==> src/rtl/shs_pkg.sv <==
`timescale 1ns / 1ps
// ----------------------------------------------------------------------------
// shs_pkg
// Shared types and constant tables for the SHA-256 stream hasher.
// ----------------------------------------------------------------------------
package shs_pkg;

  typedef logic [31:0] word_t;
  typedef word_t [7:0] hash_t;
  typedef word_t [15:0] block_t;

  localparam logic [7:0] PAD_BYTE = 8'h80;
  localparam logic [5:0] LEN_POS  = 6'd56;
  localparam logic [5:0] LAST_POS = 6'd63;

  function automatic word_t iv_word(input logic [2:0] idx);
    word_t r;
    unique case (idx)
      3'd0: r = 32'h6a09e667;
      3'd1: r = 32'hbb67ae85;
      3'd2: r = 32'h3c6ef372;
      3'd3: r = 32'ha54ff53a;
      3'd4: r = 32'h510e527f;
      3'd5: r = 32'h9b05688c;
      3'd6: r = 32'h1f83d9ab;
      3'd7: r = 32'h5be0cd19;
      default: r = 32'h0;
    endcase
    return r;
  endfunction

  function automatic hash_t iv_hash();
    hash_t r;
    for (int i = 0; i < 8; i++) begin
      r[i] = iv_word(3'(i));
    end
    return r;
  endfunction

  function automatic word_t round_k(input logic [5:0] idx);
    word_t r;
    unique case (idx)
      6'd0:  r = 32'h428a2f98;  6'd1:  r = 32'h71374491;
      6'd2:  r = 32'hb5c0fbcf;  6'd3:  r = 32'he9b5dba5;
      6'd4:  r = 32'h3956c25b;  6'd5:  r = 32'h59f111f1;
      6'd6:  r = 32'h923f82a4;  6'd7:  r = 32'hab1c5ed5;
      6'd8:  r = 32'hd807aa98;  6'd9:  r = 32'h12835b01;
      6'd10: r = 32'h243185be;  6'd11: r = 32'h550c7dc3;
      6'd12: r = 32'h72be5d74;  6'd13: r = 32'h80deb1fe;
      6'd14: r = 32'h9bdc06a7;  6'd15: r = 32'hc19bf174;
      6'd16: r = 32'he49b69c1;  6'd17: r = 32'hefbe4786;
      6'd18: r = 32'h0fc19dc6;  6'd19: r = 32'h240ca1cc;
      6'd20: r = 32'h2de92c6f;  6'd21: r = 32'h4a7484aa;
      6'd22: r = 32'h5cb0a9dc;  6'd23: r = 32'h76f988da;
      6'd24: r = 32'h983e5152;  6'd25: r = 32'ha831c66d;
      6'd26: r = 32'hb00327c8;  6'd27: r = 32'hbf597fc7;
      6'd28: r = 32'hc6e00bf3;  6'd29: r = 32'hd5a79147;
      6'd30: r = 32'h06ca6351;  6'd31: r = 32'h14292967;
      6'd32: r = 32'h27b70a85;  6'd33: r = 32'h2e1b2138;
      6'd34: r = 32'h4d2c6dfc;  6'd35: r = 32'h53380d13;
      6'd36: r = 32'h650a7354;  6'd37: r = 32'h766a0abb;
      6'd38: r = 32'h81c2c92e;  6'd39: r = 32'h92722c85;
      6'd40: r = 32'ha2bfe8a1;  6'd41: r = 32'ha81a664b;
      6'd42: r = 32'hc24b8b70;  6'd43: r = 32'hc76c51a3;
      6'd44: r = 32'hd192e819;  6'd45: r = 32'hd6990624;
      6'd46: r = 32'hf40e3585;  6'd47: r = 32'h106aa070;
      6'd48: r = 32'h19a4c116;  6'd49: r = 32'h1e376c08;
      6'd50: r = 32'h2748774c;  6'd51: r = 32'h34b0bcb5;
      6'd52: r = 32'h391c0cb3;  6'd53: r = 32'h4ed8aa4a;
      6'd54: r = 32'h5b9cca4f;  6'd55: r = 32'h682e6ff3;
      6'd56: r = 32'h748f82ee;  6'd57: r = 32'h78a5636f;
      6'd58: r = 32'h84c87814;  6'd59: r = 32'h8cc70208;
      6'd60: r = 32'h90befffa;  6'd61: r = 32'ha4506ceb;
      6'd62: r = 32'hbef9a3f7;  6'd63: r = 32'hc67178f2;
      default: r = 32'h0;
    endcase
    return r;
  endfunction

endpackage

==> src/rtl/sha256_stream_hasher.sv <==
`timescale 1ns / 1ps
// ----------------------------------------------------------------------------
// sha256_stream_hasher
// SHA-256 over a byte stream; emits the eight digest words per message.
// ----------------------------------------------------------------------------
// Input channel s_*: one message byte per word in s_tdata, s_tuser high when
// the byte is present, s_tlast on the last word of a message. A word with
// s_tlast and s_tuser low ends the message with no byte (empty message is
// allowed); a word with both low is ignored.
// Output channel m_*: eight words per message, digest word in m_tdata, its
// index in m_tuser (0 is most significant), m_tlast on index 7.
// Throughput: bytes that do not close a 64-byte block are taken at one per
// cycle. A byte that closes a block starts the round unit: 64 rounds at one
// per cycle, then the sum is folded into the chaining value, s_tready low.
// At the end of a message padding writes one byte per cycle and runs one or
// two more compressions; the digest then loads the output buffer and the
// next message may start while the digest drains.
// If the receiver stalls, the output words hold; a further message end
// waits until the buffer has drained.
// Reset clears the chaining value to the initial hash, the byte count and
// the fill position, and empties the output buffer.
// ----------------------------------------------------------------------------
module sha256_stream_hasher
  import shs_pkg::*;
(
  input  logic        clk,
  input  logic        rst,
  input  logic        s_tvalid,
  output logic        s_tready,
  input  logic [7:0]  s_tdata,   // [7:0] message_byte
  input  logic        s_tuser,   // [0] byte_present
  input  logic        s_tlast,   // end_of_message
  output logic        m_tvalid,
  input  logic        m_tready,
  output logic [31:0] m_tdata,   // [31:0] digest_word
  output logic [2:0]  m_tuser,   // [2:0] word_number
  output logic        m_tlast    // final_word
);

  localparam logic [1:0] S_IDLE = 2'd0;
  localparam logic [1:0] S_COMP = 2'd1;
  localparam logic [1:0] S_PAD  = 2'd2;
  localparam logic [1:0] S_FIN  = 2'd3;

  logic [1:0]  state;
  logic [5:0]  fill;
  logic [60:0] length;
  logic        pending_end;
  logic        pad_done;
  logic        final_blk;
  logic        start;
  block_t      block;
  hash_t       chain;
  hash_t       chain_sum;
  logic        core_done;
  hash_t       out_buf;
  logic        out_busy;
  logic [2:0]  out_idx;
  logic [63:0] bit_len;

  assign s_tready = (state == S_IDLE);
  assign m_tvalid = out_busy;
  assign m_tdata  = out_buf[out_idx];
  assign m_tuser  = out_idx;
  assign m_tlast  = (out_idx == 3'd7);
  assign bit_len  = {length, 3'b000};

  shs_core u_core (
    .clk       (clk),
    .rst       (rst),
    .start     (start),
    .block     (block),
    .chain_in  (chain),
    .done      (core_done),
    .chain_out (chain_sum)
  );

  always_ff @(posedge clk) begin
    if (rst) begin
      state       <= S_IDLE;
      fill        <= '0;
      length      <= '0;
      pending_end <= 1'b0;
      pad_done    <= 1'b0;
      final_blk   <= 1'b0;
      start       <= 1'b0;
      chain       <= iv_hash();
      out_busy    <= 1'b0;
      out_idx     <= '0;
    end else begin
      start <= 1'b0;
      if (out_busy && m_tready) begin
        out_idx <= 3'(out_idx + 3'd1);
        if (out_idx == 3'd7) begin
          out_busy <= 1'b0;
        end
      end
      unique case (state)
        S_IDLE: begin
          if (s_tvalid) begin
            pending_end <= s_tlast;
            if (s_tuser) begin
              block[fill[5:2]][{~fill[1:0], 3'b000} +: 8] <= s_tdata;
              fill      <= 6'(fill + 6'd1);
              length    <= 61'(length + 61'd1);
              if (fill == LAST_POS) begin
                start <= 1'b1;
                state <= S_COMP;
              end else if (s_tlast) begin
                state <= S_PAD;
              end
            end else if (s_tlast) begin
              state <= S_PAD;
            end
          end
        end
        S_PAD: begin
          if (!pad_done || fill != LEN_POS) begin
            block[fill[5:2]][{~fill[1:0], 3'b000} +: 8] <= pad_done ? 8'h00 : PAD_BYTE;
            pad_done  <= 1'b1;
            fill      <= 6'(fill + 6'd1);
            if (fill == LAST_POS) begin
              start <= 1'b1;
              state <= S_COMP;
            end
          end else begin
            block[4'd14] <= bit_len[63:32];
            block[4'd15] <= bit_len[31:0];
            final_blk <= 1'b1;
            start     <= 1'b1;
            state     <= S_COMP;
          end
        end
        S_COMP: begin
          if (core_done) begin
            chain <= chain_sum;
            if (final_blk) begin
              state <= S_FIN;
            end else if (pending_end) begin
              state <= S_PAD;
            end else begin
              state <= S_IDLE;
            end
          end
        end
        S_FIN: begin
          if (!out_busy) begin
            out_buf     <= chain;
            out_busy    <= 1'b1;
            out_idx     <= '0;
            chain       <= iv_hash();
            fill        <= '0;
            length      <= '0;
            pad_done    <= 1'b0;
            final_blk   <= 1'b0;
            pending_end <= 1'b0;
            state       <= S_IDLE;
          end
        end
        default: state <= S_IDLE;
      endcase
    end
  end

endmodule

==> src/rtl/shs_core.sv <==
`timescale 1ns / 1ps
// ----------------------------------------------------------------------------
// shs_core
// SHA-256 compression unit: one round per cycle, 64 rounds, with a
// sixteen-word rolling message schedule; the chaining sum is shown on done.
// ----------------------------------------------------------------------------
module shs_core
  import shs_pkg::*;
(
  input  logic   clk,
  input  logic   rst,
  input  logic   start,
  input  block_t block,
  input  hash_t  chain_in,
  output logic   done,
  output hash_t  chain_out
);

  function automatic word_t rotr(input word_t x, input int n);
    return (x >> n) | (x << (32 - n));
  endfunction

  logic        busy;
  logic [5:0]  round;
  word_t       w [16];
  hash_t       v;
  word_t       w_next;
  word_t       t1;
  word_t       t2;

  always_comb begin
    w_next = w[0]
           + (rotr(w[1], 7) ^ rotr(w[1], 18) ^ (w[1] >> 3))
           + w[9]
           + (rotr(w[14], 17) ^ rotr(w[14], 19) ^ (w[14] >> 10));
    t1 = v[7] + (rotr(v[4], 6) ^ rotr(v[4], 11) ^ rotr(v[4], 25))
       + ((v[4] & v[5]) ^ (~v[4] & v[6])) + round_k(round) + w[0];
    t2 = (rotr(v[0], 2) ^ rotr(v[0], 13) ^ rotr(v[0], 22))
       + ((v[0] & v[1]) ^ (v[0] & v[2]) ^ (v[1] & v[2]));
    for (int i = 0; i < 8; i++) begin
      chain_out[i] = chain_in[i] + v[i];
    end
  end

  always_ff @(posedge clk) begin
    if (rst) begin
      busy  <= 1'b0;
      done  <= 1'b0;
      round <= '0;
    end else begin
      done <= 1'b0;
      if (start) begin
        busy  <= 1'b1;
        round <= '0;
      end else if (busy) begin
        round <= 6'(round + 6'd1);
        if (round == LAST_POS) begin
          busy <= 1'b0;
          done <= 1'b1;
        end
      end
    end
  end

  always_ff @(posedge clk) begin
    if (start) begin
      v <= chain_in;
      for (int i = 0; i < 16; i++) begin
        w[i] <= block[i];
      end
    end else if (busy) begin
      for (int i = 0; i < 15; i++) begin
        w[i] <= w[i+1];
      end
      w[15] <= w_next;
      v[7]  <= v[6];
      v[6]  <= v[5];
      v[5]  <= v[4];
      v[4]  <= v[3] + t1;
      v[3]  <= v[2];
      v[2]  <= v[1];
      v[1]  <= v[0];
      v[0]  <= t1 + t2;
    end
  end

endmodule

==> config.mk <==
export PLATFORM = sky130hd
export DESIGN_NAME = sha256_stream_hasher
export DESIGN_NICKNAME = d
export VERILOG_FILES = /design/src/rtl/shs_pkg.sv /design/src/rtl/sha256_stream_hasher.sv /design/src/rtl/shs_core.sv
export SDC_FILE = /design/constraint.sdc
export NUM_CORES = 2
export LEC_CHECK = 0
export BUFFER_PORTS_ARGS = -buffer_cell sky130_fd_sc_hd__buf_4
export CAP_MARGIN = 20
export CORE_MARGIN = 2
export CORE_UTILIZATION = 58
export DETAILED_ROUTE_END_ITERATION = 7
export PLACE_DENSITY = 0.75
export SYNTH_ARGS = -nofsm -noshare
export SYNTH_HDL_FRONTEND = slang
export SYNTH_SLANG_ARGS = --single-unit
==> constraint.sdc <==
create_clock -name clk -period 16.4 [get_ports clk]
set_input_delay 1.64 -clock clk [delete_from_list [all_inputs] [get_ports clk]]
set_output_delay 1.64 -clock clk [all_outputs]
set_load 0.005 [all_outputs]
### Word level (Yosys, flattened, before mapping)

Memories as Yosys holds them, arrays and structs flattened. A register that Yosys moved wholly into a read port is not among the register bits.
Cells that the tools add are included.

* add/sub/neg operators: 23
* magnitude comparators: 3
* eq/ne operators: 14
* shifts and indexed selects: 3
* muxes and demuxes: 83
* bitwise operators: 47
* reduce and logical (&&, ||, !) cells: 23

Operator list (count)
* bitwise mux 512 bit: 2
* two-way mux 256 bit: 4
* two-way mux 512 bit: 2
* one-hot mux 512 bit (2 select lines): 1
* adder 32 bit: 18
* two-way mux 32 bit: 18
* one-hot mux 256 bit (2 select lines): 1
* two-way mux 448 bit: 1
* bitwise XOR 32 bit: 9
* two-way mux 61 bit: 3
* AND 32 bit: 5
* demux 32 bit (select 4 bit): 1
* one-hot mux 61 bit (2 select lines): 1
* binary-select mux 32 bit (select 3 bit): 1
* two-way mux 64 bit: 1
* variable part select 8 x 7 -> 32 bit: 2
* adder 61 x 1 -> 61 bit (second input constant): 1
* two-way mux 6 bit: 6
* NOT 32 bit: 1
* bitwise OR 10 x 32 -> 32 bit: 1
* bitwise OR 13 x 32 -> 32 bit: 1
* bitwise OR 14 x 32 -> 32 bit: 1
* bitwise OR 15 x 32 -> 32 bit: 1
* bitwise OR 19 x 32 -> 32 bit: 1
* other kinds (43): 113

* flip-flop bits (word level): 1365
* RAM bits: 512
* bits in read-only memories: 2048
* bits of input ports: 14
* output and inout port bits: 38
* logic and storage cells: 250
* memories: 2

Memory list
* (name not given): depth 64, width 32, read ports 1, clocked after memory_dff 1, wr ports 0, RTL line shs_pkg.sv:42 `unique case (idx)`
* u_core.w: depth 16, width 32, read ports 16, clocked after memory_dff 0, wr ports 16, RTL line shs_core.sv:25 `word_t w [16];`

### Logic depth before layout (Yosys ltp)

* word-level depth: 10
* gate-level depth with buffers: 31

### Cells and area by module

Synthesis repeated with hierarchy kept, for this count alone.

* cell total of the unflattened synthesis: 8717
* area total of the unflattened synthesis: 102057.9 sq um

By module, submodules not included
* shs_core: instances 1, cells an instance 5668, area each 61363.9 sq um
* sha256_stream_hasher: instances 1, cells an instance 3049, area each 40694.0 sq um

### Least setup slack after synthesis

No wires, ideal clock.

* path kind: input-to-reg
* start point: input rst
* end point: register out_buf[0] (netlist bit) (enable)
* arrival: 13037 ps
* data required time: 15521 ps
* slack: 2484 ps
* stages on the path: 5
* cell sequence: clkbuf_1 -> clkbuf_1 -> clkbuf_1 -> clkbuf_1 -> nor2_1

* longest elaborated chain between the ends: 2

Ends and longest elaborated chain
* start, declared: RTL line sha256_stream_hasher.sv:27 `input logic rst,`
* NOT 1 bit (no line)
* AND reduction 3 bit (no line)
* end signal, assigned: RTL line sha256_stream_hasher.sv:148 `out_buf <= chain;`
* end, declared: RTL line sha256_stream_hasher.sv:56 `hash_t out_buf;`

Every way passes these cells.
A chain may end at the register's enable or synchronous reset.

### Worst setup path after layout

* start point: register u_core.v[129] (netlist bit)
* end point: register u_core.v[27] (netlist bit) (data pin)

* longest elaborated chain between the ends: 10
* elaborated cells on any way between the ends: 16
* those cells by class: add/sub: 5; mux: 2; bitwise: 9

Ends and longest elaborated chain
* start, declared: RTL line shs_core.sv:26 `hash_t v;`
* start signal, assigned: RTL line shs_core.sv:67 `v <= chain_in;`
* bitwise OR 21 x 32 -> 32 bit or bitwise OR 26 x 32 -> 32 bit (tied branches): RTL line shs_core.sv:20 `return (x >> n) | (x << (32 - n));`
* bitwise XOR 32 bit (2 in a row): RTL line shs_core.sv:36 `t1 = v[7] + (rotr(v[4], 6) ^ rotr(v[4], 11) ^ rotr(v[4], 25))`
* adder 32 bit: RTL line shs_core.sv:36
* adder 32 bit (*) (3 in a row): RTL line shs_core.sv:37 `+ ((v[4] & v[5]) ^ (~v[4] & v[6])) + round_k(round) + w[0];`
* adder 32 bit (*): RTL line shs_core.sv:83 `v[0] <= t1 + t2;`
* two-way mux 256 bit (*): RTL line shs_core.sv:71 `end else if (busy) begin`
* two-way mux 256 bit (*): RTL line shs_core.sv:66 `if (start) begin`

Mark *: on every way between the ends. The rest lies on a longest branch, timed or not. The select of a mux whose other input is x is not followed.

==> out/summary.txt <==
Total track usage: 33.5%
Layout cells sized above 1: 15.0%
EDFF count, synth: 1,536
Post-CTS Setup Inserts: 0
Iter 0 DRT Violations: 8,184
Post-CTS sizing: 0
Period utilization: 49.7%
Synth Area in XOR/XNOR: 5.50%
Routed wire length: 301 mm
Distinct cells, synth: 110
Cell taking the most area after synthesis: edfxtp_1
Worst EP required: 16.99 ns
PortBufs: 51
Main synth FF type: edfxtp_1
Ys async rst share: 0%
FP Rows: 153
Syn Inst Count: 8,539
Hold WC Path Type: reg -> reg
H-tree levels: 4
Synth Area in Compound Gates: 10.3%
DRC Markers: 0
Highest clock rate: 123 MHz
Synth Register Bits: 1,909
Crit path kind: reg -> reg
GP Congestion: 0.997
Vias in the first global route: 68,200
CP Max Fanout: 6
Clock transition at the registers of the reported paths: 0.06 ns
Initial Util: 58.3%
Post-Synth Simple-Gate Area: 9.50%
VDD IR max: 0.0930 mV
Clock root buffer: clkbuf_16
Final worst setup slack: 8.25 ns
Hold Worst Slack: 0.475 ns
Fin. max-slew vios: 0
Antenna violations before repair: 9
Mapped Avg Cell Area: 11.8 sq um
Chip width: 421 microns
Top-count cell post-synth: edfxtp_1
Syn nets: 9,147
Grt ovf: 0
Post-synthesis adder-cell area fraction: 9.01%
Startpoint class of the critical path: register
Syn Std Cell Area: 101,000 sq um
Die Y: 421 microns
Num CTS Buffers: 194
CORE AREA: 173,000 sq um
TritonCTS clock tree: done
Vias: 69,700
First-pass GRT wire length: 444 mm
Post-synthesis mux area share: 9.82%
Post-layout min period: 8.15 ns
Finished Core Util: 63.4%
Arrival time of the worst setup path: 8.74 ns
Vias/cell: 6.36
Die area: 178,000 sq um
Final nets: 9,059
Drt first pass iters: 8
Setup TNS Final: 0 ns
DP Wirelength: 215 mm
Hold_buf cts: 0
Fin Clk Skew: 0.0513 ns
Hold Fails Final Rpt: 0
Post-place instance area: 104,000 sq um
Max Root-Sink Buffers: 3
Largest family of logic cells by synthesized area: compound AO/OA/AOI/OAI gates
Final Power: 9.73 mW
CP endpoint kind: register
Final antenna-violating net count: 0
CTS Sinks: 1,909
Top cells by count, synth: 1,536 x edfxtp_1, 939 x nor2_1, 722 x mux2_2, 583 x nand2_1, 414 x a21oi_1
Setup Viol. Count Final: 0
Yosys warnings: 0
Status: complete, no violations
Headroom to the max-slew limit: 4.70%
Pleak: 38.0 nW
Largest net degree at the start of global routing: 193
Post-layout instance area: 110,000 sq um
Setup slack at placement: 8.26 ns
Top Ports: 52
PD cells: 88.4 nW/um^2
Inst Count DP: 10,600
Layout Cells excl Fill: 11,000
Worst slew pin tran: 1.43 ns
Synth top area share: 45.6%
RSZ-0062 raised after global routing: no
Synth area leaders: edfxtp_1 46%, mux2_2 8.0%, dfxtp_1 7.4%
Max-cap violations: 0
Area Overhead vs Synth: 8.87%
Sequential fraction of the synthesis area: 53.0%
Clk_lat worst skew: 0.88 ns
Routed len/inst: 27.4 microns
cells by family (layout without fill, tap and decap cells):
family          after synthesis  after routing
simple gates               2170           2170
flops                      1909           1909
compound gates             1644           1644
mux                         820            820
buf+inv                     750            834
xor+xnor                    631            631
fa+ha+maj                   615            615
other cells                   0              6
critical path, cell delays in order, from the launching register on:
cell and delay, ns:
edfxtp_1 0.61, mux2i_1 0.29, fa_1 0.46, fa_1 0.46, fa_1 0.49, inv_1 0.05, ha_1 0.23, fa_1 0.51
a211oi_2 0.26, o21ai_2 0.14, o31ai_4 0.29, o31ai_2 0.12, a211oi_1 0.41, o21bai_1 0.12, a21oi_1 0.20, xnor2_1 0.30
fa_1 0.53, ha_1 0.38, nand3_1 0.16, nor2_1 0.09, a32o_1 0.24, a31oi_1 0.40, o21a_1 0.27, o21bai_1 0.12
a311o_1 0.37, a21oi_1 0.18, xor2_1 0.16, o21ai_1 0.07
layout by cell type (no fill, tap or decap), types with 46 or more instances in the layout:
cell / netlist / final
a211oi_1: 49 / 49
a21o_1: 165 / 165
a21oi_1: 414 / 414
a22oi_1: 65 / 65
a31oi_1: 48 / 48
buf_4: 0 / 114
clkbuf_1: 370 / 47
clkbuf_16: 0 / 197
dfxtp_1: 373 / 369
edfxtp_1: 1536 / 1536
fa_1: 195 / 195
ha_1: 399 / 399
inv_1: 332 / 332
mux2_2: 722 / 722
mux4_2: 65 / 65
nand2_1: 583 / 580
nand2b_1: 149 / 145
nand3_1: 128 / 128
nor2_1: 939 / 935
nor3_1: 104 / 98
o21ai_0: 392 / 391
o21ai_1: 67 / 68
o21bai_1: 46 / 46
o22ai_1: 87 / 87
xnor2_1: 401 / 401
xor2_1: 228 / 228
cell type report:
| class | count | area [sq um] |
|---|---|---|
| timing repair buffer | 129 | 1140 |
| tap | 2325 | 2910 |
| sequential | 1909 | 53600 |
| clock buffer | 259 | 5310 |
| inverter | 337 | 1260 |
| multi-input combinational | 5880 | 44700 |
| antenna | 6 | 15.0 |
| fill | 13300 | 63400 |
| clock inverter | 109 | 1040 |
layer usage:
| layer | track usage [%] | up-vias | share of wire (%) |
|---|---|---|---|
| met4 | 17.0 | 12 | 5.6 |
| met1 | 43.3 | 34800 | 39 |
| met2 | 54.6 | 3229 | 48 |
| met3 | 5.56 | 710 | 7.7 |
| met5 | 0 | - | 0.029 |
| li1 | - | 31000 | - |
registers in the layout, summed over array words and instances, names as in the netlist, 2 cells and up, named ones only:
register	count
u_core.v	256
fill	6
state	2
u_core.round	6
out_buf	256
block	512
length	61
u_core.w	512
m_tuser	3
chain	256
path summary, 6_finish.rpt:
check,startpoint,to,slack (ns),cells after the start
worst max-delay path,u_core.v[129]$_DFFE_PP_,u_core.v[27]$_DFFE_PP_,8.25,27
worst max register to register,u_core.v[129]$_DFFE_PP_,u_core.v[27]$_DFFE_PP_,8.25,27
worst min-delay path,final_blk$_SDFFE_PP0P_,final_blk$_SDFFE_PP0P_,0.47,2
worst min register to register,final_blk$_SDFFE_PP0P_,final_blk$_SDFFE_PP0P_,0.47,2
where the power goes:
group	total, mW	internal [mW]	leakage (nW)	switching (mW)
registers	5.17	5.16	16.5	0.00323
clock network	4.45	2.48	3.08	1.96
logic	0.114	0.0178	18.5	0.0957
total	9.73	7.66	38.0	2.06
Note: power is estimated with default switching activity, not from simulation.
